## src/hdl/tpm_pkg.sv

```systemverilog
package tpm_pkg;

    // Width of the internal tick counter; period_count shows its low 32 bits
    localparam int COUNT_WIDTH  = 32;
    localparam int PERIOD_WIDTH = 32;
    localparam int EDGE_WIDTH   = 8;

    localparam logic [EDGE_WIDTH-1:0] EDGES_RESET = EDGE_WIDTH'(1);

    typedef enum logic [1:0] {
        PH_IDLE = 2'd0,
        PH_WAIT = 2'd1,
        PH_RUN1 = 2'd2,
        PH_RUN2 = 2'd3
    } phase_t;

    typedef struct packed {
        logic trigger;
        logic enable;
    } item_t;

    typedef struct packed {
        logic                    from_first_counter;
        logic [PERIOD_WIDTH-1:0] period_count;
    } result_t;

endpackage

```

## src/hdl/tpm_in_stage.sv

```systemverilog
module tpm_in_stage
    import tpm_pkg::*;
(
    input  logic  clk,
    input  logic  rst_n,
    input  logic  in_valid,
    output logic  in_ready,
    input  item_t in_item,
    output logic  item_valid,
    output item_t item,
    input  logic  take
);

    logic  valid_reg;
    logic  valid_next;
    item_t item_reg;

    // Refill whenever the held item leaves or the register is empty
    assign in_ready   = !valid_reg || take;
    assign valid_next = in_valid || (valid_reg && !take);

    always_ff @(posedge clk or negedge rst_n)
    begin
        if (!rst_n)
        begin
            valid_reg <= 1'b0;
        end
        else if (in_ready)
        begin
            valid_reg <= valid_next;
        end
    end

    always_ff @(posedge clk)
    begin
        if (in_valid && in_ready)
        begin
            item_reg <= in_item;
        end
    end

    assign item_valid = valid_reg;
    assign item       = item_reg;

endmodule

```

## src/hdl/tpm_core.sv

```systemverilog
module tpm_core
    import tpm_pkg::*;
(
    input  logic                  clk,
    input  logic                  rst_n,
    input  logic                  cfg_write,
    input  logic [EDGE_WIDTH-1:0] cfg_edges,
    input  logic                  item_valid,
    input  item_t                 item,
    input  logic                  out_space,
    output logic                  take,
    output logic                  emit,
    output result_t               result
);

    phase_t                   phase_reg;
    phase_t                   phase_next;
    logic [COUNT_WIDTH-1:0]   tick_count_reg;
    logic [COUNT_WIDTH-1:0]   tick_count_next;
    logic [EDGE_WIDTH-1:0]    edges_left_reg;
    logic [EDGE_WIDTH-1:0]    edges_left_next;
    logic                     last_trigger_reg;
    logic [EDGE_WIDTH-1:0]    edges_per_measure_reg;

    logic                     edge_seen;
    logic                     running;
    logic                     hit;
    logic [EDGE_WIDTH-1:0]    edges_dec;
    logic [COUNT_WIDTH-1:0]   tick_inc;
    logic [COUNT_WIDTH+PERIOD_WIDTH-1:0] tick_ext;
    logic                     wants_emit;

    assign edge_seen = item.trigger && !last_trigger_reg;
    assign running   = (phase_reg == PH_RUN1) || (phase_reg == PH_RUN2);
    assign edges_dec = edges_left_reg - EDGE_WIDTH'(1);
    assign hit       = (edges_dec == '0);
    assign tick_inc  = tick_count_reg + COUNT_WIDTH'(1);
    assign tick_ext  = {{PERIOD_WIDTH{1'b0}}, tick_inc};

    assign wants_emit = running && edge_seen && hit;
    // An item with no result never waits on the output side
    assign take = item_valid && (!wants_emit || out_space);
    assign emit = take && wants_emit;

    // Next phase
    always_comb
    begin
        phase_next = phase_reg;
        case (phase_reg)
            PH_IDLE:
            begin
                if (item.enable)
                begin
                    phase_next = PH_WAIT;
                end
            end
            PH_WAIT:
            begin
                if (!item.enable)
                begin
                    phase_next = PH_IDLE;
                end
                else if (edge_seen)
                begin
                    phase_next = PH_RUN1;
                end
            end
            PH_RUN1, PH_RUN2:
            begin
                if (!item.enable)
                begin
                    phase_next = PH_IDLE;
                end
                else if (wants_emit)
                begin
                    phase_next = (phase_reg == PH_RUN1) ? PH_RUN2 : PH_RUN1;
                end
            end
            default:
            begin
                phase_next = PH_IDLE;
            end
        endcase
    end

    // Counters and result
    always_comb
    begin
        tick_count_next = tick_count_reg;
        edges_left_next = edges_left_reg;
        case (phase_reg)
            PH_WAIT:
            begin
                if (edge_seen)
                begin
                    tick_count_next = '0;
                    edges_left_next = edges_per_measure_reg;
                end
            end
            PH_RUN1, PH_RUN2:
            begin
                tick_count_next = tick_inc;
                if (edge_seen)
                begin
                    edges_left_next = hit ? edges_per_measure_reg : edges_dec;
                end
                if (wants_emit || !item.enable)
                begin
                    tick_count_next = '0;
                end
            end
            default:
            begin
                tick_count_next = tick_count_reg;
            end
        endcase
        result.period_count       = tick_ext[PERIOD_WIDTH-1:0];
        result.from_first_counter = (phase_reg == PH_RUN1);
    end

    always_ff @(posedge clk or negedge rst_n)
    begin
        if (!rst_n)
        begin
            phase_reg        <= PH_IDLE;
            tick_count_reg   <= '0;
            edges_left_reg   <= '0;
            last_trigger_reg <= 1'b0;
        end
        else if (take)
        begin
            phase_reg        <= phase_next;
            tick_count_reg   <= tick_count_next;
            edges_left_reg   <= edges_left_next;
            last_trigger_reg <= item.trigger;
        end
    end

    always_ff @(posedge clk or negedge rst_n)
    begin
        if (!rst_n)
        begin
            edges_per_measure_reg <= EDGES_RESET;
        end
        else if (cfg_write)
        begin
            edges_per_measure_reg <= cfg_edges;
        end
    end

    a_drop_to_idle: assert property (@(posedge clk) disable iff (!rst_n)
        take && !item.enable |=> phase_reg == PH_IDLE)
        else $error("phase did not return to idle after enable dropped");

    a_count_clear_outside_run: assert property (@(posedge clk) disable iff (!rst_n)
        !running |-> tick_count_reg == '0)
        else $error("tick count not clear outside the counting phases");

    a_emit_swaps: assert property (@(posedge clk) disable iff (!rst_n)
        emit && item.enable && phase_reg == PH_RUN1 |=> phase_reg == PH_RUN2)
        else $error("first counter phase did not swap after a result");

    a_emit_needs_space: assert property (@(posedge clk) disable iff (!rst_n)
        emit |-> out_space)
        else $error("result produced with no room in the output register");

endmodule

```

## src/hdl/tpm_out_stage.sv

```systemverilog
module tpm_out_stage
    import tpm_pkg::*;
(
    input  logic    clk,
    input  logic    rst_n,
    input  logic    load,
    input  result_t load_result,
    output logic    space,
    output logic    out_valid,
    input  logic    out_ready,
    output result_t out_result
);

    logic    valid_reg;
    logic    valid_next;
    result_t result_reg;

    assign space      = !valid_reg || out_ready;
    assign valid_next = load || (valid_reg && !out_ready);

    always_ff @(posedge clk or negedge rst_n)
    begin
        if (!rst_n)
        begin
            valid_reg <= 1'b0;
        end
        else
        begin
            valid_reg <= valid_next;
        end
    end

    always_ff @(posedge clk)
    begin
        if (load)
        begin
            result_reg <= load_result;
        end
    end

    assign out_valid  = valid_reg;
    assign out_result = result_reg;

endmodule

```

## src/hdl/tacho_period_meter_top.sv

```systemverilog
// Tachometer period meter. Each transfer on the input stream is one sampled tick
// of the tacho trigger together with the enable level; one transfer per clock
// cycle is sustained unless a due result finds no output room; a tick passes
// one input register and one result register. Raising enable arms the meter, the
// first rising trigger edge starts counting ticks, and after every
// edges_per_measure further edges (0 means 256) the tick count is sent out and
// counting restarts, alternating between the first and second counter phase;
// tuser flags a result that ends the first phase. Dropping enable stops the
// measurement and returns to idle, though a result due on that same tick is
// still sent. The count wraps at its width. Write edges_per_measure only while
// the stream is idle; a new value takes effect at the next reload of the edge
// count. Its reset value is 1.
module tacho_period_meter_top
    import tpm_pkg::*;
(
    input  logic        clk,
    input  logic        rst_n,

    input  logic        cfg_valid,
    output logic        cfg_ready,
    input  logic [7:0]  cfg_data,       // [7:0] edges_per_measure

    input  logic        s_axis_tvalid,
    output logic        s_axis_tready,
    input  logic [7:0]  s_axis_tdata,   // [0] enable, [1] trigger, [7:2] zero

    output logic        m_axis_tvalid,
    input  logic        m_axis_tready,
    output logic [31:0] m_axis_tdata,   // [31:0] period_count
    output logic [0:0]  m_axis_tuser    // [0] from_first_counter
);

    item_t   in_item;
    item_t   item;
    logic    item_valid;
    logic    take;
    logic    emit;
    logic    out_space;
    result_t core_result;
    result_t out_result;

    // Configuration writes never stall
    assign cfg_ready = 1'b1;

    assign in_item.enable  = s_axis_tdata[0];
    assign in_item.trigger = s_axis_tdata[1];

    // Hold one input tick ahead of the state update
    tpm_in_stage u_in_stage (
        .clk        (clk),
        .rst_n      (rst_n),
        .in_valid   (s_axis_tvalid),
        .in_ready   (s_axis_tready),
        .in_item    (in_item),
        .item_valid (item_valid),
        .item       (item),
        .take       (take)
    );

    // Advance the phase and counters once per tick; ticks without a result
    // keep flowing even while a finished result waits downstream
    tpm_core u_core (
        .clk        (clk),
        .rst_n      (rst_n),
        .cfg_write  (cfg_valid && cfg_ready),
        .cfg_edges  (cfg_data),
        .item_valid (item_valid),
        .item       (item),
        .out_space  (out_space),
        .take       (take),
        .emit       (emit),
        .result     (core_result)
    );

    // Hold the result until the output transfer completes
    tpm_out_stage u_out_stage (
        .clk         (clk),
        .rst_n       (rst_n),
        .load        (emit),
        .load_result (core_result),
        .space       (out_space),
        .out_valid   (m_axis_tvalid),
        .out_ready   (m_axis_tready),
        .out_result  (out_result)
    );

    assign m_axis_tdata    = out_result.period_count;
    assign m_axis_tuser[0] = out_result.from_first_counter;

endmodule
```

## config.mk

```make
export PLATFORM = sky130hd
export DESIGN_NAME = tacho_period_meter_top
export DESIGN_NICKNAME = d
export VERILOG_FILES = /design/src/hdl/tpm_pkg.sv /design/src/hdl/tpm_in_stage.sv /design/src/hdl/tpm_core.sv /design/src/hdl/tpm_out_stage.sv /design/src/hdl/tacho_period_meter_top.sv
export SDC_FILE = /design/constraint.sdc
export NUM_CORES = 1
export LEC_CHECK = 0
export ABC_AREA = 1
export BUFFER_PORTS_ARGS = -buffer_cell sky130_fd_sc_hd__clkbuf_2
export CORE_ASPECT_RATIO = 1.2
export CORE_MARGIN = 4
export CORE_UTILIZATION = 50
export DETAILED_ROUTE_END_ITERATION = 8
export GPL_ROUTABILITY_DRIVEN = 0
export PLACE_DENSITY_LB_ADDON = 0.1
export SYNTH_ARGS = -nofsm -noshare
export SYNTH_HDL_FRONTEND = slang
export SYNTH_SLANG_ARGS = --single-unit
export TNS_END_PERCENT = 5
```

## constraint.sdc

```tcl
create_clock -name clk -period 4.4 [get_ports clk]
set_input_delay 0 -clock clk [delete_from_list [all_inputs] [get_ports clk]]
set_output_delay 0 -clock clk [all_outputs]
set_load 0.03 [all_outputs]
```

; ---- Word level (Yosys, flattened, before mapping)
; Cells that the tools add are included.
[word_totals]
regBits = 88
in_bits = 21
elab_cells = 64
[op_classes]
add_sub_neg = 2
eq_ne = 8
n_mux = 14
n_reduce_logical = 29
[op_table]
columns = operator, n
row1 = 32-bit 2-to-1 mux, 2
row2 = 32-bit case mux with 2 select lines, 1
row3 = 32-bit by 1-bit adder with 32-bit output (second input constant), 1
row4 = 8-bit 2-to-1 mux, 3
row5 = 8-bit case mux with 2 select lines, 1
row6 = 2-bit 2-to-1 mux, 5
row7 = 1-bit logical AND, 8
row8 = 8-bit zero test, 1
row9 = 4-bit AND reduction, 2
row10 = 8-bit by 1-bit subtractor with 8-bit output (second input constant), 1
row11 = 1-bit zero test, 7
row12 = 1-bit logical OR, 7
row13 = 3-bit by 2-bit inequality test with 1-bit output (second input constant), 2
row14 = 2-bit case mux with 3 select lines, 1
row15 = 2-bit == test (second input constant), 2
row16 = 2-bit by 1-bit inequality test with 1-bit output (second input constant), 2
row17 = 3-bit AND reduction, 1
row18 = 2-bit by 1-bit == test with 1-bit output (second input constant), 1
row19 = 2-bit zero test, 1
row20 = 2-bit inequality test (second input constant), 1
row21 = 2-bit nonzero test, 1
row22 = 2-bit OR reduction, 1
row23 = 1-bit 2-to-1 mux, 1

; ---- Longest topological paths before layout
; Gate-level depths: netlist (run 1).
[depth]
ltp_word = 10
mapped_depth = 14
mapped_depth_nobuf = 14

; ---- By module
; A second synthesis (run 1) with hierarchy kept.
[hier_totals]
cells_unflattened = 503
hier_area_um2 = 4391.7
[modules_own_cells]
columns = module, n_inst, cells_each, area_each_um2
row1 = tpm_core, 1, 455, 3239.4
row2 = tpm_out_stage, 1, 38, 1036.0
row3 = tpm_in_stage, 1, 8, 105.1
row4 = tacho_period_meter_top, 1, 2, 11.3

; ---- Least setup slack after synthesis (run 1)
; Ideal clock, no wire load.
[synth_path]
path_type = register to register
start = reg u_core.edges_left_reg[0]
end = reg u_out_stage.result_reg (netlist bit u_out_stage.out_result[0]) (enable)
setup_time_ns = 0.423
t_arrival_ns = 2.729
required_time_ns = 3.977
slack_ns = 1.248
stages_incl_launch_ff = 11
n_path_buf = 0
period_less_slack_ns = 3.152
path_cell_list = dfrtp_1 > inv_1 > ha_1 > inv_1 > nand2_1 > nand3_1 > nor2_1 > nand2_1 > nor3_1 > nand3_1 > nor2_1
[synth_between]
elab_chain_len = 7
[synth_rtl]
columns = item, line
row1 = from (decl), tpm_core.sv:20  ; logic [EDGE_WIDTH-1:0] edges_left_reg;
row2 = from (signal assigned), tpm_core.sv:134  ; edges_left_reg <= edges_left_next;
row3 = 8-bit by 1-bit subtractor with 8-bit output (*), tpm_core.sv:35  ; assign edges_dec = edges_left_reg - EDGE_WIDTH'(1);
row4 = 8-bit zero test (*), tpm_core.sv:36  ; assign hit = (edges_dec == '0);
row5 = 1-bit logical AND (*), tpm_core.sv:40  ; assign wants_emit = running && edge_seen && hit;
row6 = 1-bit zero test, tpm_core.sv:42  ; assign take = item_valid && (!wants_emit || out_space);
row7 = 1-bit logical OR, tpm_core.sv:42
row8 = 1-bit logical AND, tpm_core.sv:42
row9 = 1-bit logical AND (*), tpm_core.sv:43  ; assign emit = take && wants_emit;
row10 = net emit, tacho_period_meter_top.sv:37  ; logic emit;
row11 = to (signal assigned), tpm_out_stage.sv:37  ; result_reg <= load_result;
row12 = to (decl), tpm_out_stage.sv:16  ; result_t result_reg;
; Mark *: on every way through the listed nets, which the timed path passes. The rest lies on a longest branch.
; A chain may end at the register's enable or synchronous reset.

; ---- Worst setup path after layout (run 1)
[layout_path]
start = reg u_core.edges_left_reg[0]
end = reg u_core.tick_count_reg[21]
[layout_between]
elab_chain_len = 7
word_cells_on_any_way = 10
[layout_rtl]
columns = item, line
row1 = 8-bit by 1-bit subtractor with 8-bit output (*), tpm_core.sv:35
row2 = 8-bit zero test (*), tpm_core.sv:36
row3 = 1-bit logical AND (*), tpm_core.sv:40
row4 = 1-bit zero test, tpm_core.sv:42
row5 = 1-bit logical OR, tpm_core.sv:42
row6 = 1-bit logical AND, tpm_core.sv:42
row7 = 3-bit AND reduction (no line), n/a
row8 = to (signal assigned), tpm_core.sv:133  ; tick_count_reg <= tick_count_next;
row9 = to (decl), tpm_core.sv:18  ; logic [COUNT_WIDTH-1:0] tick_count_reg;
; Every way passes the cells marked *; elsewhere a longest branch is shown, timed or not.

==> results.md, run 1 <==
* Met1 usage at 21.3%
* Area growth syn-to-layout at 13.6%
* CP arrival at 2.70 ns
* Post-CTS Repair Setup Buffers at 0
* Commonest register cell after synthesis: dfrtp_1
* Fin area at 0.00505 mm2
* Post-route ant nets at 0
* Diode count at 0
* Routed vias at 3443
* CTS Buf Count at 9
* Final Hold Vio Count at 0
* Crit path largest cell delay at 0.54 ns
* Count leader, synth: nand2_1
* Power Total at 0.00202 W
* Max Slew Vio Count at 0
* Port bufs at 49
* Ys async rst share at 60.2%
* FP Rows at 37
* Post-Place Worst Slack at 1.91 ns
* M3 GR Usage at 3.60%
* Worst Hold Slack at 0.0343 ns
* Antenna violations before repair at 0
* Worst-path maximum fanout at 64
* Seq cells post-synth at 88
* Yosys cell types at 35
* H-tree depth at 3
* Number of synthesized flops with an enable pin at 35
* Post-route worst setup slack at 1.93 ns
* Least-Margin Pin Slew at 0.707 ns
* CP Launch Type: register
* Final Net Count at 595
* Global Route Usage Sum at 19.0%
* Dominant cells by area after synthesis: dfrtp_1 29%, edfxtp_1 24%, nand2_1 15%, inv_1 4.1%, nor2_1 3.6%
* CTS tree: done
* Yosys warnings at 0
* Max VDD drop at 0.243 mV
* Clock buffer depth at 2
* Initial Utilization at 51.7%
* Root Buffer: clkbuf_8
* Setup Crit Path Kind: register to register
* Crit path max-delay family: simple AND/OR/NAND/NOR gates
* Core area at 0.00861 mm2
* Most used cell, CP: nand2_1
* I/O pins at 57
* Multi-input logic area at 0.00179 mm2
* Seq/Total Area, Yosys at 53.5%
* Die height at 111 um
* Beginning of the critical path: u_core.edges_left_reg[0]
* # setup viols final at 0
* Total gr overflow at 0
* Worst Min Path Start: cfg_valid
* Max Cap Viol at 0
* Fill cell count at 788
* Drc violations at 0
* Worst Setup End Kind: register
* Register area at 0.00238 mm2
* Largest net degree at the start of global routing at 65
* Slowest CP cell: nand3b_4
* PwrDens at 400 mW/mm2
* First-pass DRT Iterations at 5
* Slew margin rel. at 52.8%
* Leakage at 2.17 nW
* Hold Path Class: input port to register
* Critical Path, Cell by Cell: inv_1, ha_1, nand2_1, nand2_1, nand2_1, nor2_1, nand2_1, nor2_2, nand4_4, nand3b_4, o21ai_0
* Final wirelength at 9010 um
* CP bufs+invs at 1
* Period utilisation layout at 56.2%
* Die Wd at 94.1 um
* Die area at 0.0105 mm2
* Worst Path Required at 4.62 ns
* DP Wirelength at 6370 um
* CTS Sinks at 88
* Layout Skew at 0.0106 ns
* R2r startpoint: u_core.edges_left_reg[0]
* Syn Nets at 533
* Vias per std cell at 4.97
* Placed Area at 0.00476 mm2
* Commonest cells post-synth: 176 x nand2_1, 52 x dfrtp_1, 49 x inv_1
* Post-cts sizing count at 0
* Largest area contributor in the netlist: dfrtp_1
* Share of post-route cells with drive strength above 1 at 14.4%
* Post-route minimum period at 2.47 ns
* Synth Cell Area at 0.00445 mm2
* Clock latency on the worst-skew pair at 0.37 ns
* Fmax at 405 MHz
* Most used routing layer: met2
* GR Util met2 at 33.4%
* Max reg flops at 33
* Hold Buf Count CTS at 13
* Mean Syn Cell Area at 8.74 um2
* RSZ-0062 raised after global routing: false
* Mapped Cells at 509
* Clock transition at path regs at 0.08 ns
* Setup tns final at 0 ns
* DR WL/cell at 13.0 um
* Drt initial violations at 233
* Top-area cell type share of the netlist area at 29.3%
* Vias in the first global route at 3399
* Status: finished clean
* First-pass GRT wire length at 15500 um
## area by class of cell
cell class                 instances  area share (%)
sequential                        88            47.1
multi-input combinational        358            35.4
timing repair buffer              64            7.72
inverter                          50            3.71
clock buffer                      15            3.09
tap                              117            2.90
clock inverter                     1          0.0990
## per-stage QoR
| stage | cells | utilization, % |
|---|---|---|
| finish | 693 | 58.7 |
| CTS | 693 | 58.7 |
| global route | 693 | 58.7 |
| detailed placement | 664 | 55.3 |
| floorplan | 509 | - |
| global placement | 664 | 55.3 |
## path summary, 6_finish.rpt
path	end	slack [ns]	depth (start not counted)
setup reg to reg	u_core.tick_count_reg[21]	1.93	11
max in group asynchronous	u_core.tick_count_reg[1]	3.61	3
setup / recovery	u_core.tick_count_reg[21]	1.93	11
hold / removal	u_core.edges_per_measure_reg[5]	0.03	2
hold reg to reg	u_core.last_trigger_reg	0.51	2
min in group asynchronous	u_out_stage.out_valid	0.30	3
## metal layers
metal | share of wire (%) | vias to the layer above
li1 | - | 1761
met1 | 42 | 1598
met2 | 52 | 60
met3 | 2.6 | 24
met4 | 3.5 | 0
met5 | 0 | -
## report_power, final
part | switching, W | total [W] | internal, W
clock network | 0.000266 | 0.000487 | 0.000221
logic | 0.000376 | 0.000548 | 0.000172
registers | 0.0000723 | 0.000988 | 0.000916
total | 0.000714 | 0.00202 | 0.00131
## cells by family (layout without fill, tap and decap cells)
group	Yosys count	in the layout	share of synthesized area, %
other cells	1	1	0.0843
xor+xnor	28	28	5.51
compound gates	42	42	4.84
mux	8	8	2.03
flops	88	88	53.5
simple gates	276	276	26.9
buf+inv	63	130	6.36
fa+ha+maj	3	3	0.844
## cell usage in the layout (no fill, tap or decap), drive strengths merged
master       Yosys  final
dfrtp           52     52
a21oi            2      2
mux2             8      8
nand4           16     16
nand3           17     17
o22ai            1      1
ha               3      3
dlygate4sd3      0     13
and2             1      1
dfstp            1      1
buf             11      2
nand3b           4      4
conb             1      1
nor3b            1      1
xnor2           14     14
nor2            48     48
xor2            14     14
edfxtp          35     35
clkinv           0      1
o21ai           39     39
and3             1      1
clkbuf           2     64
nand2          177    177
nor3             9      9
inv             50     50
nor4             2      2
## worst register-to-register path, delay by kind of cell (launching register included)
| family | cells | cell delay, ns |
|---|---|---|
| DFF | 1 | 0.42 |
| and+or+nand+nor | 8 | 1.28 |
| buffers and inverters | 1 | 0.16 |
| adders and majority gates | 1 | 0.28 |
| AOI/OAI and AO/OA | 1 | 0.21 |
Note: power is estimated with default switching activity, not from simulation.
==> inputs of run 2 (changes only) <==
Settings changed: ABC_AREA 1 to 0.
Clock period 4.4 ns to 2.48 ns, I/O delays scaled along.
==> run 2 against run 1 <==
The run now ends with negative setup slack left. Maximum frequency decreased by 4.2%. Total power increased by 100%. Count of clock-buffer cells in the layout decreased by 5. Sequential share of layout area decreased by 5.0 points. Non-clock buffer count increased by 57. Sequential power increased by 88%. Synthesized cell count decreased by 25%. Clock power increased by 120%. First-iteration DRC count decreased by 6.9%. Hold slack got worse by 0.021 ns. Global-route usage increased by 1.7 points. Synthesized area decreased by 3.1%. Critical endpoint is now u_out_stage.out_result[16].
==> results.md, run 2 <==
* CP endpoint: u_out_stage.out_result[16] (was u_core.tick_count_reg[21])
* Post-route minimum period at 2.58 ns (was 2.47 ns)
* RSZ-0062 raised after global routing: true (was false)
* Syn Nets at 404 (was 533)
* Power Total at 0.00413 W (was 0.00202 W)
* Area growth syn-to-layout at 31.3% (was 13.6%)
* CTS Sinks at 88 (unchanged)
* Antenna violations before repair at 0 (unchanged)
* Most frequent cells in the layout: 52 x dfrtp_1, 48 x clkbuf_2, 48 x buf_4 (was 176 x nand2_1, 52 x dfrtp_1, 49 x inv_1, 49 x clkbuf_2, 42 x nor2_1)
* Sequential share of power at 45.0% (was 48.8%)
* CTS Buf Count at 9 (unchanged)
* Reg2reg path depth at 12 (was 11)
* Die area at 0.0102 mm2 (was 0.0105 mm2)
* Yosys cell types at 57 (was 35)
* Total gr overflow at 0 (unchanged)
* Clock transition at path regs at 0.08 ns (about the same)
* Ys async rst share at 60.2% (unchanged)
* Slew margin rel. at 32.9% (was 52.8%)
* Initial Utilization at 52.3% (was 51.7%)
* Least-Margin Pin Slew at 1.01 ns (was 0.707 ns)
* Number of synthesized flops with an enable pin at 35 (unchanged)
* Hold Path Class: input port to register (unchanged)
* Status: complete, but fails checks (was finished clean)
* Post-route ant nets at 0 (unchanged)
* CTS tree: done (unchanged)
* Crit path largest cell delay at 0.46 ns (was 0.54 ns)
* Routed vias at 3364 (was 3443)
* Die Wd at 92.8 um (was 94.1 um)
* First-pass GRT wire length at 16300 um (was 15500 um)
* Setup tns final at -1.90 ns (was 0 ns)
* First-pass DRT Iterations at 4 (was 5)
* Max Cap Viol at 0 (unchanged)
* DR WL/cell at 16.2 um (was 13.0 um)
* Register area at 0.00238 mm2 (unchanged)
* Switching part of the total at 30.8% (was 35.3%)
* Core area at 0.00824 mm2 (was 0.00861 mm2)
* Setup Crit Path Kind: register to register (unchanged)
* FP Rows at 36 (was 37)
* CP Launch Type: register (unchanged)
* Count leader, synth: dfrtp_1 (was nand2_1)
* FF-to-FF setup slack at -0.10 ns (was 1.93 ns)
* Final Net Count at 516 (was 595)
* Seq/Total Area, Yosys at 55.2% (was 53.5%)
* PwrDens at 730 mW/mm2 (was 400 mW/mm2)
* Final Hold Vio Count at 0 (unchanged)
* Fill cell count at 640 (was 788)
* Max Slew Vio Count at 0 (unchanged)
* Worst-path maximum fanout at 8 (was 64)
* Commonest register cell after synthesis: dfrtp_1 (unchanged)
* Dominant cells by area after synthesis: dfrtp_1 30%, edfxtp_1 24%, a22o_1 4.1%, xnor2_1 4.1%, nand2_1 2.8% (was dfrtp_1 29%, edfxtp_1 24%, nand2_1 15%, inv_1 4.1%, nor2_1 3.6%)
* Int Power at 0.00286 W (was 0.00131 W)
* Vias in the first global route at 3424 (was 3399)
* Max VDD drop at 0.504 mV (was 0.243 mV)
* R2r startpoint: u_core.edges_left_reg[0] (unchanged)
* I/O pins at 57 (unchanged)
* Drc violations at 0 (unchanged)
* Yosys warnings at 0 (unchanged)
* Most common library cell in the layout ignoring fill and taps: dfrtp_1 (was nand2_1)
* Critical Path, Cell by Cell: inv_2, ha_4, or4b_4, xor2_1, a22oi_2, buf_4, nor3_4, nand3_2, nor2_4, buf_6, buf_12, buf_16 (was inv_1, ha_1, nand2_1, nand2_1, nand2_1, nor2_1, nand2_1, nor2_2, nand4_4, nand3b_4, o21ai_0)
* Logic pwr share at 28.5% (was 27.1%)
* Post-route worst setup slack at -0.101 ns (was 1.93 ns)
* Worst Path Required at 2.57 ns (was 4.62 ns)
* Mean Syn Cell Area at 11.3 um2 (was 8.74 um2)
* Clock buffer depth at 2 (unchanged)
* Largest area contributor in the netlist: dfrtp_1 (unchanged)
* Drt initial violations at 217 (was 233)
* Commonest cells post-synth: 52 x dfrtp_1, 35 x edfxtp_1, 32 x nand2_1 (was 176 x nand2_1, 52 x dfrtp_1, 49 x inv_1)
* Leakage at 2.45 nW (was 2.17 nW)
* Worst r2r dst: u_out_stage.out_result[16] (was u_core.tick_count_reg[21])
* Multi-input logic area at 0.00196 mm2 (was 0.00179 mm2)
* Clock latency on the worst-skew pair at 0.37 ns (about the same)
* Beginning of the critical path: u_core.edges_left_reg[0] (unchanged)
* Period utilisation layout at 104% (was 56.2%)
* Top-area cell type share of the netlist area at 30.2% (was 29.3%)
* Port bufs at 49 (unchanged)
* P_sw at 0.00127 W (was 0.000714 W)
* Failing checks: negative setup slack
* Fmax at 387 MHz (was 405 MHz)
* Clock power share at 26.5% (was 24.1%)
* Global Route Usage Sum at 20.6% (was 19.0%)
* Layout Skew at 0.0146 ns (was 0.0106 ns)
* DP Wirelength at 6510 um (was 6370 um)
* Vias per std cell at 5.51 (was 4.97)
* Root Buffer: clkbuf_8 (unchanged)
* Diode count at 0 (unchanged)
* Synth Cell Area at 0.00431 mm2 (was 0.00445 mm2)
* Mapped Cells at 380 (was 509)
* Seq cells post-synth at 88 (unchanged)
* # setup viols final at 42 (was 0)
* H-tree depth at 3 (unchanged)
* Final wirelength at 9890 um (was 9010 um)
* CP arrival at 2.67 ns (was 2.70 ns)
* Die height at 110 um (was 111 um)
* Max reg flops at 33 (unchanged)
* Largest net degree at the start of global routing at 39 (was 65)
* Share of post-route cells with drive strength above 1 at 33.4% (was 14.4%)
* Worst Setup End Kind: register (unchanged)
* Slowest CP cell: or4b_4 (was nand3b_4)
run 2: worst min path at each step:
stage / startpoint / end / depth (start not counted)
6_report: m_axis_tready / u_out_stage.out_valid / 3
5_1_grt: m_axis_tready / u_out_stage.out_valid / 3
4_1_cts: m_axis_tready / u_out_stage.out_valid / 3
3_5_place_dp: s_axis_tdata[0] / u_in_stage.item[0] / 1
3_3_place_gp: s_axis_tdata[0] / u_in_stage.item[0] / 1
2_1_floorplan: rst_n / u_core.edges_left_reg[0] / 0
run 2: critical path, delay by kind of cell (launching register included):
family	cells	cell delay (ns)
AOI/OAI and AO/OA	1	0.10
xor gates and xnor gates	1	0.17
adders and majority gates	1	0.13
buffers and inverters	5	0.60
DFF	1	0.40
and+or+nand+nor	4	0.92
run 2: stage by stage:
stage          utilization, %  setup WS (ns)  instance area [um2]  hold slack, ns  cells
2_1_floorplan               -         -0.250                 4360          -0.296    380
3_3_place_gp             60.8         -0.242                 5010           0.178    568
3_5_place_dp             60.8         -0.342                 5010           0.179    568
4_1_cts                  67.8        -0.0850                 5590         0.00241    609
5_1_grt                  68.7         -0.230                 5660         0.00971    611
6_report                 68.7         -0.101                 5660          0.0131    611
run 2: layout make-up:
class                   count  share of cell area (%)
clock inverters             6                    1.59
inverters                  12                   0.796
well taps                 114                    2.52
flip-flops and latches     88                    42.0
repair buffers            121                    16.2
clock buffers              10                    2.25
multi-input cells         260                    34.6
run 2: timing repair:
action | in CTS | in global routing
cloned | 2 | 0
hold buffers | 12 | 0
buffers inserted | 11 | 4
pin swaps | 7 | 18
gates resized for setup | 19 | 20
endpoints found under the setup margin | 70 | 75
hold endpoints to repair | 48 | 0
run 2: power groups by stage:
| stage | sequential (W) | combinational (W) | clock [W] |
|---|---|---|---|
| floorplan | 0.00178 | 0.000662 | 0 |
| global placement | 0.00186 | 0.000944 | 0 |
| detailed placement | 0.00187 | 0.000972 | 0 |
| CTS | 0.00185 | 0.00107 | 0.00112 |
| global route | 0.00188 | 0.00129 | 0.00119 |
| finish | 0.00186 | 0.00118 | 0.00109 |
run 2: kinds of logic after synthesis:
kind of cell	share of synthesized area (%)
xor+xnor	6.09
simple gates	16.1
mux	3.51
buf+inv	3.31
compound gates	14.8
other cells	0.0870
fa+ha+maj	0.871
flops	55.2
run 2: per-layer routing:
metal  track usage (%)  part of all wire (%)
met1              23.5                    40
met2              38.5                    54
met3              3.56                   3.6
met4              7.85                   2.3
met5                 0                     0
==> inputs of run 3 (changes only) <==
Settings changed: SKIP_CTS_REPAIR_TIMING set to 1.
==> run 3 against run 2 <==
The run still ends with negative setup slack left. Total power decreased by 0.16%. Sequential cell count unchanged. Sequential power about the same. Via count increased by 0.42%. Hold slack about the same. Critical path depth decreased by 1. Setup slack got worse by 0.050 ns. Combinational power about the same. Count of clock-buffer cells in the layout unchanged. Critical path type unchanged. Largest cell class unchanged. Largest power group unchanged.
==> results.md, run 3 (synthesis results as in run 2) <==
* Status: complete, but fails checks (unchanged)
* Failing checks: negative setup slack (unchanged)
* Placed Cells at 568 (unchanged)
* Area growth syn-to-layout at 31.0% (was 31.3%)
* RSZ-0062 raised after global routing: true (unchanged)
* Crit path largest cell delay at 0.46 ns (about the same)
* Leakage at 2.46 nW (was 2.45 nW)
* Routed vias at 3378 (was 3364)
* Clock transition at path regs at 0.08 ns (about the same)
* CTS tree: done (unchanged)
* Max reg flops at 33 (unchanged)
* WHS Endpoint: u_out_stage.out_valid (unchanged)
* Setup tns final at -4.97 ns (was -1.90 ns)
* Slowest CP cell: or4b_4 (unchanged)
* Period utilisation layout at 106% (was 104%)
* Die Wd at 92.8 um (unchanged)
* Setup Crit Path Kind: register to register (unchanged)
* Global Route Usage Sum at 19.3% (was 20.6%)
* Sequential share of power at 45.0% (about the same)
* R2r startpoint: u_core.edges_left_reg[1] (was u_core.edges_left_reg[0])
* Most used cell, CP: buf_4
* Worst Min Path Start: m_axis_tready (unchanged)
* Drc violations at 0 (unchanged)
* I/O pins at 57 (unchanged)
* Clock latency on the worst-skew pair at 0.36 ns (was 0.37 ns)
* Hold path cells at 3 (unchanged)
* Initial Utilization at 52.3% (unchanged)
* CP arrival at 2.91 ns (was 2.67 ns)
* Vias in the first global route at 3274 (was 3424)
* Reg2reg path depth at 11 (was 12)
* Max VDD drop at 0.476 mV (was 0.504 mV)
* CTS Sinks at 88 (unchanged)
* Die height at 110 um (unchanged)
* DP Wirelength at 6510 um (unchanged)
* Fmax at 380 MHz (was 387 MHz)
* Max Slew Vio Count at 0 (unchanged)
* Logic pwr share at 28.4% (was 28.5%)
* Most frequent cells in the layout: 52 x dfrtp_1, 48 x clkbuf_2, 46 x buf_4 (was 52 x dfrtp_1, 48 x clkbuf_2, 48 x buf_4)
* Switching part of the total at 30.6% (was 30.8%)
* First-pass DRT Iterations at 4 (unchanged)
* P_sw at 0.00126 W (was 0.00127 W)
* CP bufs+invs at 4 (was 5)
* Crit path max-delay family: simple AND/OR/NAND/NOR gates (unchanged)
* Max Cap Viol at 0 (unchanged)
* Final wirelength at 9800 um (was 9890 um)
* Drt initial violations at 228 (was 217)
* Final Non-Filler Cells at 609 (was 611)
* DR WL/cell at 16.1 um (was 16.2 um)
* FF-to-FF setup slack at -0.15 ns (was -0.10 ns)
* Final Net Count at 514 (was 516)
* Int Power at 0.00286 W (about the same)
* Root Buffer: clkbuf_8 (unchanged)
* PwrDens at 731 mW/mm2 (was 730 mW/mm2)
* Post-route ant nets at 0 (unchanged)
* Largest net degree at the start of global routing at 39 (unchanged)
* Port bufs at 49 (unchanged)
* Core area at 0.00824 mm2 (unchanged)
* Share of post-route cells with drive strength above 1 at 33.9% (was 33.4%)
* CP Launch Type: register (unchanged)
* FP Rows at 36 (unchanged)
* Vias per std cell at 5.55 (was 5.51)
* Antenna violations before repair at 0 (unchanged)
* Clock power share at 26.6% (was 26.5%)
* Worst-path maximum fanout at 5 (was 8)
* CTS Buf Count at 9 (unchanged)
* Post-Place Worst Slack at -0.342 ns (unchanged)
* Hold Path Class: input port to register (unchanged)
* First-pass GRT wire length at 15400 um (was 16300 um)
* Worst Path Required at 2.76 ns (was 2.57 ns)
* Most common library cell in the layout ignoring fill and taps: dfrtp_1 (unchanged)
* Diode count at 0 (unchanged)
* Final Hold Vio Count at 0 (unchanged)
* Die area at 0.0102 mm2 (unchanged)
* Least-Margin Pin Slew at 1.00 ns (was 1.01 ns)
* Slew margin rel. at 33.3% (was 32.9%)
* Worst Setup End Kind: register (unchanged)
* # setup viols final at 64 (was 42)
* Total gr overflow at 0 (unchanged)
* Clock buffer depth at 2 (unchanged)
* Post-route minimum period at 2.63 ns (was 2.58 ns)
* Post-route worst setup slack at -0.152 ns (was -0.101 ns)
* Critical Path, Cell by Cell: inv_2, ha_4, or4b_4, xor2_1, a22oi_2, buf_4, o41ai_4, buf_4, buf_2, or4_1, o21ai_0 (was inv_2, ha_4, or4b_4, xor2_1, a22oi_2, buf_4, nor3_4, nand3_2, nor2_4, buf_6, buf_12, buf_16)
* H-tree depth at 3 (unchanged)
* Worst r2r dst: u_core.tick_count_reg[28] (was u_out_stage.out_result[16])
* Layout Skew at 0.0123 ns (was 0.0146 ns)
run 3: how the worst max path moves through the flow:
stage,startpoint,end,slack [ns],cells past startpoint
after floorplan,u_core.edges_left_reg[0],u_out_stage.out_result[0],-0.25,8
after global placement,u_core.edges_left_reg[1],u_core.tick_count_reg[6],-0.24,8
after detailed placement,u_core.edges_left_reg[1],u_core.tick_count_reg[6],-0.34,8
after CTS,u_core.edges_left_reg[1],u_core.tick_count_reg[10],-0.34,8
after global routing,u_core.edges_left_reg[1],u_out_stage.out_result[4],-0.26,10
final,u_core.edges_left_reg[1],u_core.tick_count_reg[28],-0.15,11
run 3: power groups by stage:
stage | Sequential, W | Clock (W) | Combinational [W]
2_1_floorplan | 0.00178 | 0 | 0.000662
3_3_place_gp | 0.00186 | 0 | 0.000944
3_5_place_dp | 0.00187 | 0 | 0.000972
4_1_cts | 0.00184 | 0.00112 | 0.000975
5_1_grt | 0.00189 | 0.00119 | 0.00129
6_report | 0.00186 | 0.00110 | 0.00117
run 3: tightest hold or removal path, delay by kind of cell:
kind	cells	cell delay [ns]
buffers and inverters	1	0.07
AND/OR/NAND/NOR	1	0.05
AO/OA/AOI/OAI	1	0.21
run 3: cell type report:
class | count | area [um2]
Multi-Input combinational cell | 260 | 1960
Sequential cell | 88 | 2380
Fill cell | 642 | 2590
Clock inverter | 6 | 90.1
Clock buffer | 10 | 128
Inverter | 12 | 45.0
Timing Repair Buffer | 119 | 902
Tap cell | 114 | 143
run 3: per-layer routing:
metal | wire length (um) | global-route usage, % | vias to the layer above
met3 | 431 | 3.63 | 21
met4 | 212 | 8.17 | 0
li1 | - | - | 1618
met2 | 5260 | 34.7 | 91
met1 | 3890 | 22.4 | 1648
met5 | 0 | 0 | -
run 3: stage by stage:
stage	instance area, um2	power (W)	util [%]	hold WS (ns)
floorplan	4360	0.00245	-	-0.296
global placement	5010	0.00280	60.8	0.178
detailed placement	5010	0.00284	60.8	0.179
CTS	5230	0.00393	63.5	-0.206
global route	5650	0.00436	68.5	0.00704
finish	5650	0.00413	68.5	0.0131
